**config.mk**
```make
export PLATFORM = sky130hd
export DESIGN_NAME = bbs_back
export DESIGN_NICKNAME = d
export VERILOG_FILES = /design/src/rtl/bbs_pkg.sv /design/src/rtl/bbs_back.sv
export SDC_FILE = /design/constraint.sdc
export NUM_CORES = 1
export LEC_CHECK = 0
export ABC_AREA = 0
export BUFFER_PORTS_ARGS = -buffer_cell sky130_fd_sc_hd__buf_2
export CORE_ASPECT_RATIO = 0.9
export CORE_MARGIN = 5
export CORE_UTILIZATION = 35
export DETAILED_ROUTE_END_ITERATION = 12
export PLACE_DENSITY_LB_ADDON = 0.08
export SLEW_MARGIN = 20
export SYNTH_ARGS = -nofsm -noshare
export SYNTH_HDL_FRONTEND = slang
export SYNTH_SLANG_ARGS = --single-unit
```
**constraint.sdc**
```tcl
create_clock -name clk -period 11.7 [get_ports clk]
set_input_delay 1.755 -clock clk [delete_from_list [all_inputs] [get_ports clk]]
set_output_delay 1.755 -clock clk [all_outputs]
set_load 0.02 [all_outputs]
```
**src/rtl/bbs_pkg.sv**
```systemverilog
// bbs_pkg: shared types and constants for the step length estimator
// no dependencies
package bbs_pkg;

	localparam int unsigned GRAD_FLOOR_RESET = 43;

	typedef struct packed {
		logic [63:0] pos_sum;
		logic [63:0] grad_sum;
		logic        sat_seen;
	} bbs_job_t;

	typedef enum logic [1:0] {
		ST_IDLE,
		ST_DIV,
		ST_SQRT,
		ST_OUT
	} bbs_state_t;

	typedef enum logic [2:0] {
		F_IDLE,
		F_DIV,
		F_SQ,
		F_SUM,
		F_ACC,
		F_PUSH
	} bbs_fstate_t;

	// 64-bit add with saturation, carry out in msb
	function automatic logic [64:0] sat_add64(input logic [63:0] a, input logic [63:0] b);
		logic [64:0] s;
		s = {1'b0, a} + {1'b0, b};
		if (s[64]) begin
			return {1'b1, {64{1'b1}}};
		end
		return s;
	endfunction

endpackage

```
**src/rtl/bbs_back.sv**
```systemverilog
// bbs_back: final ratio, long division then integer square root, output register
// depends on bbs_pkg
module bbs_back (
	input  logic              clk,
	input  logic              arst_n,
	input  logic [15:0]       grad_floor,
	input  logic              job_valid,
	output logic              job_ready,
	input  bbs_pkg::bbs_job_t job,
	output logic              out_valid,
	input  logic              out_ready,
	output logic [31:0]       est,
	output logic              sat
);
	import bbs_pkg::*;

	bbs_state_t st_q, st_d;
	logic [63:0] p_q, d_q, r_q, q_q, x_q, res_q, bit_q;
	logic [6:0]  cnt_q;
	logic        sat_q;
	logic        jsat_q;
	logic [64:0] den;
	logic [64:0] rsh;
	logic        ge;
	logic [63:0] in_bit;
	logic [64:0] sqt;

	assign den = sat_add64(job.grad_sum, {48'h0, grad_floor});
	assign job_ready = (st_q == ST_IDLE);
	assign in_bit = (cnt_q >= 7'd48) ? {63'h0, p_q[63]} : 64'h0;
	assign rsh = {r_q, in_bit[0]};
	assign ge  = rsh[64] || (rsh[63:0] >= d_q);
	assign sqt = {1'b0, x_q} - {1'b0, res_q + bit_q};

	always_comb begin
		st_d = st_q;
		case (st_q)
			ST_IDLE: if (job_valid) st_d = ST_DIV;
			ST_DIV:  if (d_q == 64'h0 || cnt_q == 7'd0) st_d = (d_q == 64'h0) ? ST_OUT : ST_SQRT;
			ST_SQRT: if (bit_q == 64'h0) st_d = ST_OUT;
			ST_OUT:  if (out_ready || !out_valid) st_d = ST_IDLE;
			default: st_d = ST_IDLE;
		endcase
	end

	always_ff @(posedge clk or negedge arst_n) begin
		if (!arst_n) begin
			st_q      <= ST_IDLE;
			out_valid <= 1'b0;
		end else begin
			st_q <= st_d;
			if (out_valid && out_ready) out_valid <= 1'b0;
			if (st_q == ST_OUT && (out_ready || !out_valid)) out_valid <= 1'b1;
		end
	end

	always_ff @(posedge clk) begin
		case (st_q)
			ST_IDLE: begin
				p_q   <= job.pos_sum;
				d_q   <= den[63:0];
				r_q   <= '0;
				q_q   <= '0;
				cnt_q <= 7'd111;
				res_q <= '0;
				bit_q <= 64'h4000_0000_0000_0000;
				// ratio at least 2^16 saturates
				sat_q <= 1'b0;
				if (den[63:0] == 64'h0) begin
					sat_q <= job.pos_sum != 64'h0;
				end else if (den[63:48] == 16'h0 && job.pos_sum >= {den[47:0], 16'h0}) begin
					sat_q <= 1'b1;
					d_q   <= 64'h0;
				end
				jsat_q <= job.sat_seen;
			end
			ST_DIV: begin
				if (cnt_q >= 7'd48) p_q <= {p_q[62:0], 1'b0};
				r_q   <= ge ? 64'(rsh - {1'b0, d_q}) : rsh[63:0];
				q_q   <= {q_q[62:0], ge};
				cnt_q <= cnt_q - 7'd1;
				if (cnt_q == 7'd0) x_q <= {q_q[62:0], ge};
			end
			ST_SQRT: begin
				if (bit_q > x_q && res_q == 64'h0) begin
					bit_q <= bit_q >> 2;
				end else if (bit_q != 64'h0) begin
					if (!sqt[64]) begin
						x_q   <= sqt[63:0];
						res_q <= (res_q >> 1) + bit_q;
					end else begin
						res_q <= res_q >> 1;
					end
					bit_q <= bit_q >> 2;
				end
			end
			ST_OUT: begin
				if (out_ready || !out_valid) begin
					est <= sat_q ? 32'hFFFF_FFFF : res_q[31:0];
					sat <= jsat_q | sat_q;
				end
			end
			default: ;
		endcase
	end
endmodule

```
Word level (Yosys, flattened, before mapping) --
Index checks and enable logic that the tools add are counted.
Cells by class: bitwise operators 1, divide/modulo/power cells 0, eq/ne operators 13, add/subtract/negate cells 6, multiplexer cells 34, shifts and indexed selects 0, reductions and logical operators 27, magnitude comparators 4, multipliers 0
Operators by type and width (count):
- two-way mux 64 bit | 15
- case mux 64 bit (2 select lines) | 5
- zero test 64 bit | 4
- >= comparator 64 bit | 2
- nonzero test 64 bit | 2
- case mux 63 bit (2 select lines) | 1
- adder 64 x 16 -> 65 bit | 1
- subtractor 64 x 64 -> 65 bit | 1
- adder 63 x 64 -> 64 bit | 1
- adder 64 bit | 1
- greater-than comparator 64 bit | 1
- subtractor 64 bit | 1
- inequality test 2 bit, second input constant | 9
- zero test 16 bit | 1
- case mux 7 bit (2 select lines) | 1
- two-way mux 2 bit | 4
- case mux 2 bit (4 select lines) | 1
- nonzero test 2 bit | 4
- >= comparator 7 x 6 -> 1 bit, second input constant | 1
- zero test 7 bit | 1
- two-way mux 1 bit | 7
- subtractor 7 x 1 -> 7 bit, second input constant | 1
- AND reduction 2 bit | 3
- AND reduction 5 bit | 1
- 10 further kinds | 16
Storage, ports and cells: input bits 149, memory bits (writable) 0, register bits after elaboration 492, bits in latches 0, word-level logic and storage cells 99, memory bits (read-only) 0, memories kept 0

Logic depth before layout (Yosys ltp) --
Gate-level depths: netlist of run 1.
depth in word-level cells 7, gate-level depth with buffers 26, gate-level depth less buffers 25

Worst setup path after synthesis of run 1 --
Ideal clock, no wire load.
path kind register to register, start point register bit_q[0], end point register x_q[0], enable pin, slack 1416 ps, arrival 9703 ps, stages on the path, launching flop included 25, library setup time 582 ps, clock period less this slack 10284 ps, path through edfxtp_1 ha_1 ha_1 a21o_1 a31oi_1 o21ai_0 a31oi_1 o21bai_1 a31oi_1 nor2_1 o311ai_0 xor2_1 ha_1 nand2_1 nor4_1 o311ai_0 nor2_1 o2bb2ai_1 o21ba_2 o41ai_1 a31oi_1 o21ai_1 clkbuf_1 a22oi_1 a211oi_1
Between the ends: longest elaborated chain between the ends 4, elaborated cells between the ends (all ways) 9, those cells by class 2 x add/sub; 1 x order compare; 3 x eq/ne; 3 x reduce/logical
Ends and longest elaborated chain:
- start: declaration | RTL line bbs_back.sv:18 | logic [63:0] p_q, d_q, r_q, q_q, x_q, res_q, bit_q;
- start signal: assignment | RTL line bbs_back.sv:86 | bit_q <= bit_q >> 2;
- start signal: assignment | RTL line bbs_back.sv:94 | bit_q <= bit_q >> 2;
- adder 64 bit or greater-than comparator 64 bit (tied branches) | RTL line bbs_back.sv:33, bbs_back.sv:85
- subtractor 64 x 64 -> 65 bit or logical AND 1 bit (tied branches) | RTL line bbs_back.sv:33, bbs_back.sv:85
- inequality test 2 bit (no line)
- AND reduction 5 bit (no line) (*)
- end signal: assignment | RTL line bbs_back.sv:82 | if (cnt_q == 7'd0) x_q <= {q_q[62:0], ge};
- end signal: assignment | RTL line bbs_back.sv:89 | x_q <= sqt[63:0];
- end: declaration | RTL line bbs_back.sv:18
Every way passes the cells marked *; elsewhere a longest branch is shown, timed or not. A chain may end at the register's enable or synchronous reset.

Final worst setup path of run 1 --
start point register bit_q[0], end point register x_q[5], enable pin
The elaborated chain is that of the path after synthesis.

==> metrics.md, run 1 <==
| Metric | Value |
|---|---|
| Most common cell after layout, fill and taps aside | edfxtp_1 |
| Worst-Margin Slew | about 1.1 ns |
| GRT Total Usage | 0.202 |
| RSZ-0062 raised after global routing | no |
| Final setup fails | 0 |
| Antenna viol nets, final | 0 |
| Seq/Total Area, Yosys | 0.392 |
| Synth Warn # | 0 |
| Max Fanout on Critical Path | slightly below 70 |
| Fillers | 10200 |
| Routed vias/inst | between 5 and 6 |
| Critical path capture point type | flip-flop |
| Arrival @ worst endpoint | about 8.3 ns |
| Initial antenna violation count | 10 |
| CP startpoint kind | flip-flop |
| Post-CTS Setup Bufs | 0 |
| Kind of cell adding the most delay to the critical path | compound AO/OA/AOI/OAI gates |
| Ys flop type | edfxtp_1 |
| Period Utilization, post-route | 0.685 |
| Core Area | roughly 100000 um^2 |
| Die W | 344 um |
| Nets | around 4200 |
| Drt first pass iters | 5 |
| Yosys cell types | between 80 and 90 |
| Most numerous cell on the critical path | a31oi_1 |
| Fin crit period | 8.01 ns |
| DR iter-0 viols | approximately 1800 |
| Syn_area_per_cell | about 9.6 um^2 |
| Initial Utilization | 0.353 |
| Number of global-route vias before repair | between 20000 and 30000 |
| Post-CTS sizing | 0 |
| Routed WL per cell | approximately 21 um |
| Slowest cell delay on critical path | slightly above 0.8 ns |
| Post-route DRC | 0 |
| Rel. slew slack | 0.293 |
| Root buffer cell | clkbuf_16 |
| CTS tree | yes |
| Largest net degree at the start of global routing | 80 |
| Clock Skews | ~0.031 ns |
| Ys async rst share | 0.00652 |
| Seq cells post-synth | 460 |
| Share of cells above drive strength 1 | 0.131 |
| Vias | between 20000 and 30000 |
| Clk slew on worst S/H paths | about 0.060 ns |
| WHS | a little over 0.5 ns |
| Register area | approximately 14000 um^2 |
| Multi-input logic area | a little over 20000 um^2 |
| Run status | completed |
| CP required | approximately 12 ns |
| Max-Cap Viols | 0 |
| Synthesized cell area | around 35000 um^2 |
| Hold-fix buffer count after cts | 0 |
| Std-Cell Rows | 110 |
| Hold crit path type | reg -> reg |
| Final hold vios | 0 |
| CTS buffer count | between 50 and 60 |
| Cell count after synthesis | ~3700 |
| # IOs | 184 |
| Gpl congestion | roughly 0.9 |
| H-tree lvl count | 2 |
| TritonCTS Sinks | 460 |
| Layout area overhead | 11.9% |
| Slew Viols, Final | 0 |
| Post-DP HPWL | between 80 and 90 mm |
| Commonest non-fill, non-tap cells in the layout | edfxtp_1, nor2_1, ha_1 |
| Die area | between 100000 and 150000 um^2 |
| Setup CP Type | reg -> reg |
| First-pass GRT wire length | between 150 and 200 mm |
| Bufs on Longest Clock Path | 3 |
| Die height | 311 um |
| Number of synthesized flops with an enable pin | 457 |
| Max Clock Freq | between 100 and 150 MHz |
| Worst path buffer plus inverter count | 3 |
| Grt ovf | 0 |
| PortBufs | 183 |
| End-of-flow core utilization | 0.395 |
| Synth Net Count | a little over 4000 |
| Setup_tns | 0 ns |
| Slowest-stage cell, CP | a211oi_4 |
| Worst skew pair latency | between 0.6 and 0.7 ns |
| Overall routed net length | 111 mm |
-- sequential cells by signal (all words and copies together) (netlist names) --
register	count
out_valid	1
sat_q	1
d_q	64
jsat_q	1
st_q	2
bit_q	32
est	32
sat	1
r_q	64
p_q	64
x_q	64
res_q	64
q_q	63
cnt_q	7
-- Yosys cell counts, types with 57 or more instances --
master | count | area share
nand3_1 | 76 | 0.011
xor2_1 | 113 | 0.028
o21ai_0 | 172 | 0.024
nand4_1 | 80 | 0.014
clkbuf_1 | 113 | 0.012
nor2_1 | 299 | 0.032
ha_1 | 296 | 0.11
a21o_1 | 106 | 0.023
inv_1 | 169 | 0.018
a21oi_1 | 239 | 0.034
and2_1 | 121 | 0.021
nand2_1 | 267 | 0.028
a31oi_1 | 98 | 0.017
nor4_1 | 73 | 0.013
mux2_2 | 121 | 0.039
xnor2_1 | 139 | 0.035
edfxtp_1 | 457 | 0.39
mux2i_1 | 57 | 0.016
-- per-layer routing --
| layer | vias to the layer above | track usage | part of all wire |
|---|---|---|---|
| met3 | 161 | 0.0257 | 0.039 |
| met2 | 609 | 0.332 | 0.46 |
| met4 | 10 | 0.0578 | 0.031 |
| met1 | 13600 | 0.280 | 0.47 |
| met5 | - | 0 | 0.00049 |
| li1 | 14000 | - | - |
-- worst register-to-register path, cell delays in order, from the launching register on --
cell,delay (ns)
edfxtp_1,0.44
ha_1,0.23
ha_1,0.21
a21o_1,0.20
a31oi_1,0.30
o21ai_0,0.19
a31oi_1,0.25
o21bai_1,0.12
a31oi_1,0.22
nor2_1,0.08
o311ai_0,0.36
xor2_1,0.15
ha_1,0.40
nand2_1,0.10
nor4_1,0.24
o311ai_0,0.18
nor2_1,0.27
o2bb2ai_1,0.12
buf_4,0.17
o21ba_2,0.24
o41ai_1,0.58
a31oi_1,0.37
o21ai_4,0.22
buf_4,0.56
a22oi_1,0.23
a211oi_4,0.82
buf_12,0.38
-- kinds of logic (layout without fill, tap and decap cells) --
| family | Yosys count | after routing | synth area share |
|---|---|---|---|
| simple gates | 1237 | 1237 | 0.180 |
| compound gates | 928 | 928 | 0.170 |
| flops | 460 | 460 | 0.392 |
| buf+inv | 305 | 475 | 0.0333 |
| fa+ha+maj | 299 | 299 | 0.107 |
| xor+xnor | 252 | 252 | 0.0626 |
| mux | 179 | 179 | 0.0553 |
| other cells | 0 | 6 | 0 |
-- stage by stage --
step | setup slack (ns) | instance area (um^2) | instances
floorplan | 1.42 | 35200 | 3660
global placement | 3.40 | 37600 | 5073
detailed placement | 3.33 | 37600 | 5073
CTS | 3.54 | 39400 | 5173
global route | 2.79 | 39400 | 5174
finish | 3.69 | 39400 | 5180
-- path summary, 6_finish.rpt --
kind,startpoint,end,slack (ns),depth (start not counted)
max in group asynchronous,arst_n,st_q[0],10.69,1
max,bit_q[0],x_q[5],3.69,26
min,jsat_q,sat,0.51,1
max reg2reg,bit_q[0],x_q[5],3.69,26
min in group asynchronous,arst_n,st_q[1],0.89,1
min reg2reg,jsat_q,sat,0.51,1
-- final cells by class --
type / instances / share of cell area
Timing Repair Buffer: 205 / 0.0282
Antenna cell: 6 / 0.000381
Clock buffer: 63 / 0.0368
Clock inverter: 37 / 0.00930
Inverter: 170 / 0.0162
Tap cell: 1344 / 0.0427
Multi-Input combinational cell: 2895 / 0.517
Sequential cell: 460 / 0.350
Power of run 1 is not shown: default switching activity piles up to over one toggle a cycle in this logic, so the estimate is an artifact.
==> inputs of run 2 (changes only) <==
Clock period 11.7 ns to 8.35 ns, I/O delays scaled along.
==> metrics.md, run 2 (synthesized netlist as in run 1, its figures left out) <==
| Metric | Value |
|---|---|
| Run status | completed |
| Post-CTS sizing | 0 |
| Share of cells above drive strength 1 | 0.132 |
| GRT Total Usage | 0.203 |
| Routed WL per cell | roughly 22 um |
| Setup_tns | 0 ns |
| Gpl congestion | a little over 0.9 |
| Layout area overhead | 12.1% |
| Bufs on Longest Clock Path | 3 |
| Die W | about 340 um |
| RSZ-0062 raised after global routing | no |
| Critical path capture point type | flip-flop |
| Initial Utilization | 0.353 |
| Overall routed net length | roughly 110 mm |
| PortBufs | 183 |
| Clock Skews | ~0.033 ns |
| Worst skew pair latency | 0.66 ns |
| H-tree lvl count | 2 |
| CTS tree | yes |
| Std-Cell Rows | 110 |
| Hold crit path type | in -> async |
| Worst setup margin | approximately 1.2 ns |
| Fin crit period | roughly 7.1 ns |
| Slew Viols, Final | 0 |
| Max-Cap Viols | 0 |
| Die height | 311 um |
| CP required | around 8.7 ns |
| Number of global-route vias before repair | roughly 28000 |
| Setup CP Type | reg -> reg |
| Largest net degree at the start of global routing | 74 |
| Root buffer cell | clkbuf_16 |
| Routed vias/inst | 5.51 |
| Commonest non-fill, non-tap cells in the layout | edfxtp_1, nor2_1, ha_1 |
| Worst reg-to-reg path cell count | 25 |
| CP startpoint kind | flip-flop |
| Clk slew on worst S/H paths | ~0.07 ns |
| First-pass GRT wire length | 171 mm |
| # IOs | between 150 and 200 |
| Core Area | between 90000 and 100000 um^2 |
| Most common cell after layout, fill and taps aside | edfxtp_1 |
| TritonCTS Sinks | 460 |
| Finished Layout Cells | slightly above 5000 |
| Hold-fix buffer count after cts | 0 |
| Arrival @ worst endpoint | 7.44 ns |
| Final hold vios | 0 |
| Post-CTS Setup Bufs | 0 |
| Grt ovf | 0 |
| Placed cells | 5079 |
| Fillers | between 10000 and 15000 |
| Initial antenna violation count | 12 |
| Max Clock Freq | between 100 and 150 MHz |
| Nets | approximately 4200 |
| CTS buffer count | 56 |
| Period Utilization, post-route | 0.854 |
| Drt first pass iters | 5 |
| WHS | about 0.38 ns |
| Post-route DRC | 0 |
| Worst-Margin Slew | ~1.2 ns |
| Post-DP HPWL | 86.4 mm |
| Rel. slew slack | 0.219 |
| Final setup fails | 0 |
| Die area | 107000 um^2 |
| Max Fanout on Critical Path | roughly 50 |
| DR iter-0 viols | about 1900 |
| Antenna viol nets, final | 0 |
| Vias | approximately 29000 |
| Pre-CTS setup slack | 0.928 ns |
==> run 2: cell types whose count changed in the layout (fill, tap and decap cells not counted), sizes merged <==
| cell | before | now |
|---|---|---|
| clkinv | 25 | 22 |
| clkinvlp | 5 | 8 |
| diode | 6 | 2 |
| bufinv | 6 | 7 |
| buf | 204 | 211 |
==> run 2: critical path: stages (launching register included) <==
cell       delay, ns
edfxtp_1        0.47
ha_1            0.24
ha_1            0.21
a21o_1          0.20
a31oi_1         0.35
o21ai_0         0.21
a31oi_1         0.26
o21bai_1        0.12
a31oi_1         0.23
nor2_1          0.08
o311ai_0        0.42
xor2_1          0.17
ha_1            0.41
nand2_1         0.10
nor4_1          0.36
o311ai_0        0.20
nor2_1          0.39
o2bb2ai_1       0.30
o21ba_2         0.32
o41ai_1         0.24
buf_4           0.19
a31oi_1         0.24
o21ai_4         0.31
a22oi_1         0.14
a211oi_4        0.25
buf_12          0.32
==> run 2: final timing paths <==
check	start	to	slack, ns
min in group clk	p_q[33]	p_q[34]	0.53
max in group asynchronous	arst_n	out_valid	7.87
worst max-delay path	bit_q[0]	x_q[1]	1.22
worst min register to register	p_q[33]	p_q[34]	0.53
worst max register to register	bit_q[0]	x_q[1]	1.22
worst min-delay path	arst_n	st_q[1]	0.38
==> run 2: metal layers <==
metal	vias to the layer above	wire length [um]	GRT usage
li1	14100	-	-
met1	13700	52900	0.283
met2	628	51900	0.334
met3	152	4370	0.0272
met4	6	2720	0.0479
met5	-	31	0
==> run 2: through the flow <==
| stage | util | area (um^2) |
|---|---|---|
| final | 0.395 | 39500 |
| after global routing | 0.395 | 39500 |
| after CTS | 0.395 | 39500 |
| after detailed placement | 0.377 | 37600 |
| after floorplan | - | 35200 |
| after global placement | 0.376 | 37600 |
==> run 2: cell type report <==
| cell class | instances | area, um^2 | share of cell area |
|---|---|---|---|
| Antenna cell | 2 | 5.00 | 0.000127 |
| Clock buffer | 64 | 1450 | 0.0368 |
| Clock inverter | 38 | 397 | 0.0100 |
| Inverter | 170 | 638 | 0.0162 |
| Multi-Input combinational cell | 2895 | 20400 | 0.516 |
| Sequential cell | 460 | 13800 | 0.349 |
| Tap cell | 1344 | 1680 | 0.0426 |
| Timing Repair Buffer | 211 | 1160 | 0.0293 |
Power of run 2 is left out for the same reason.
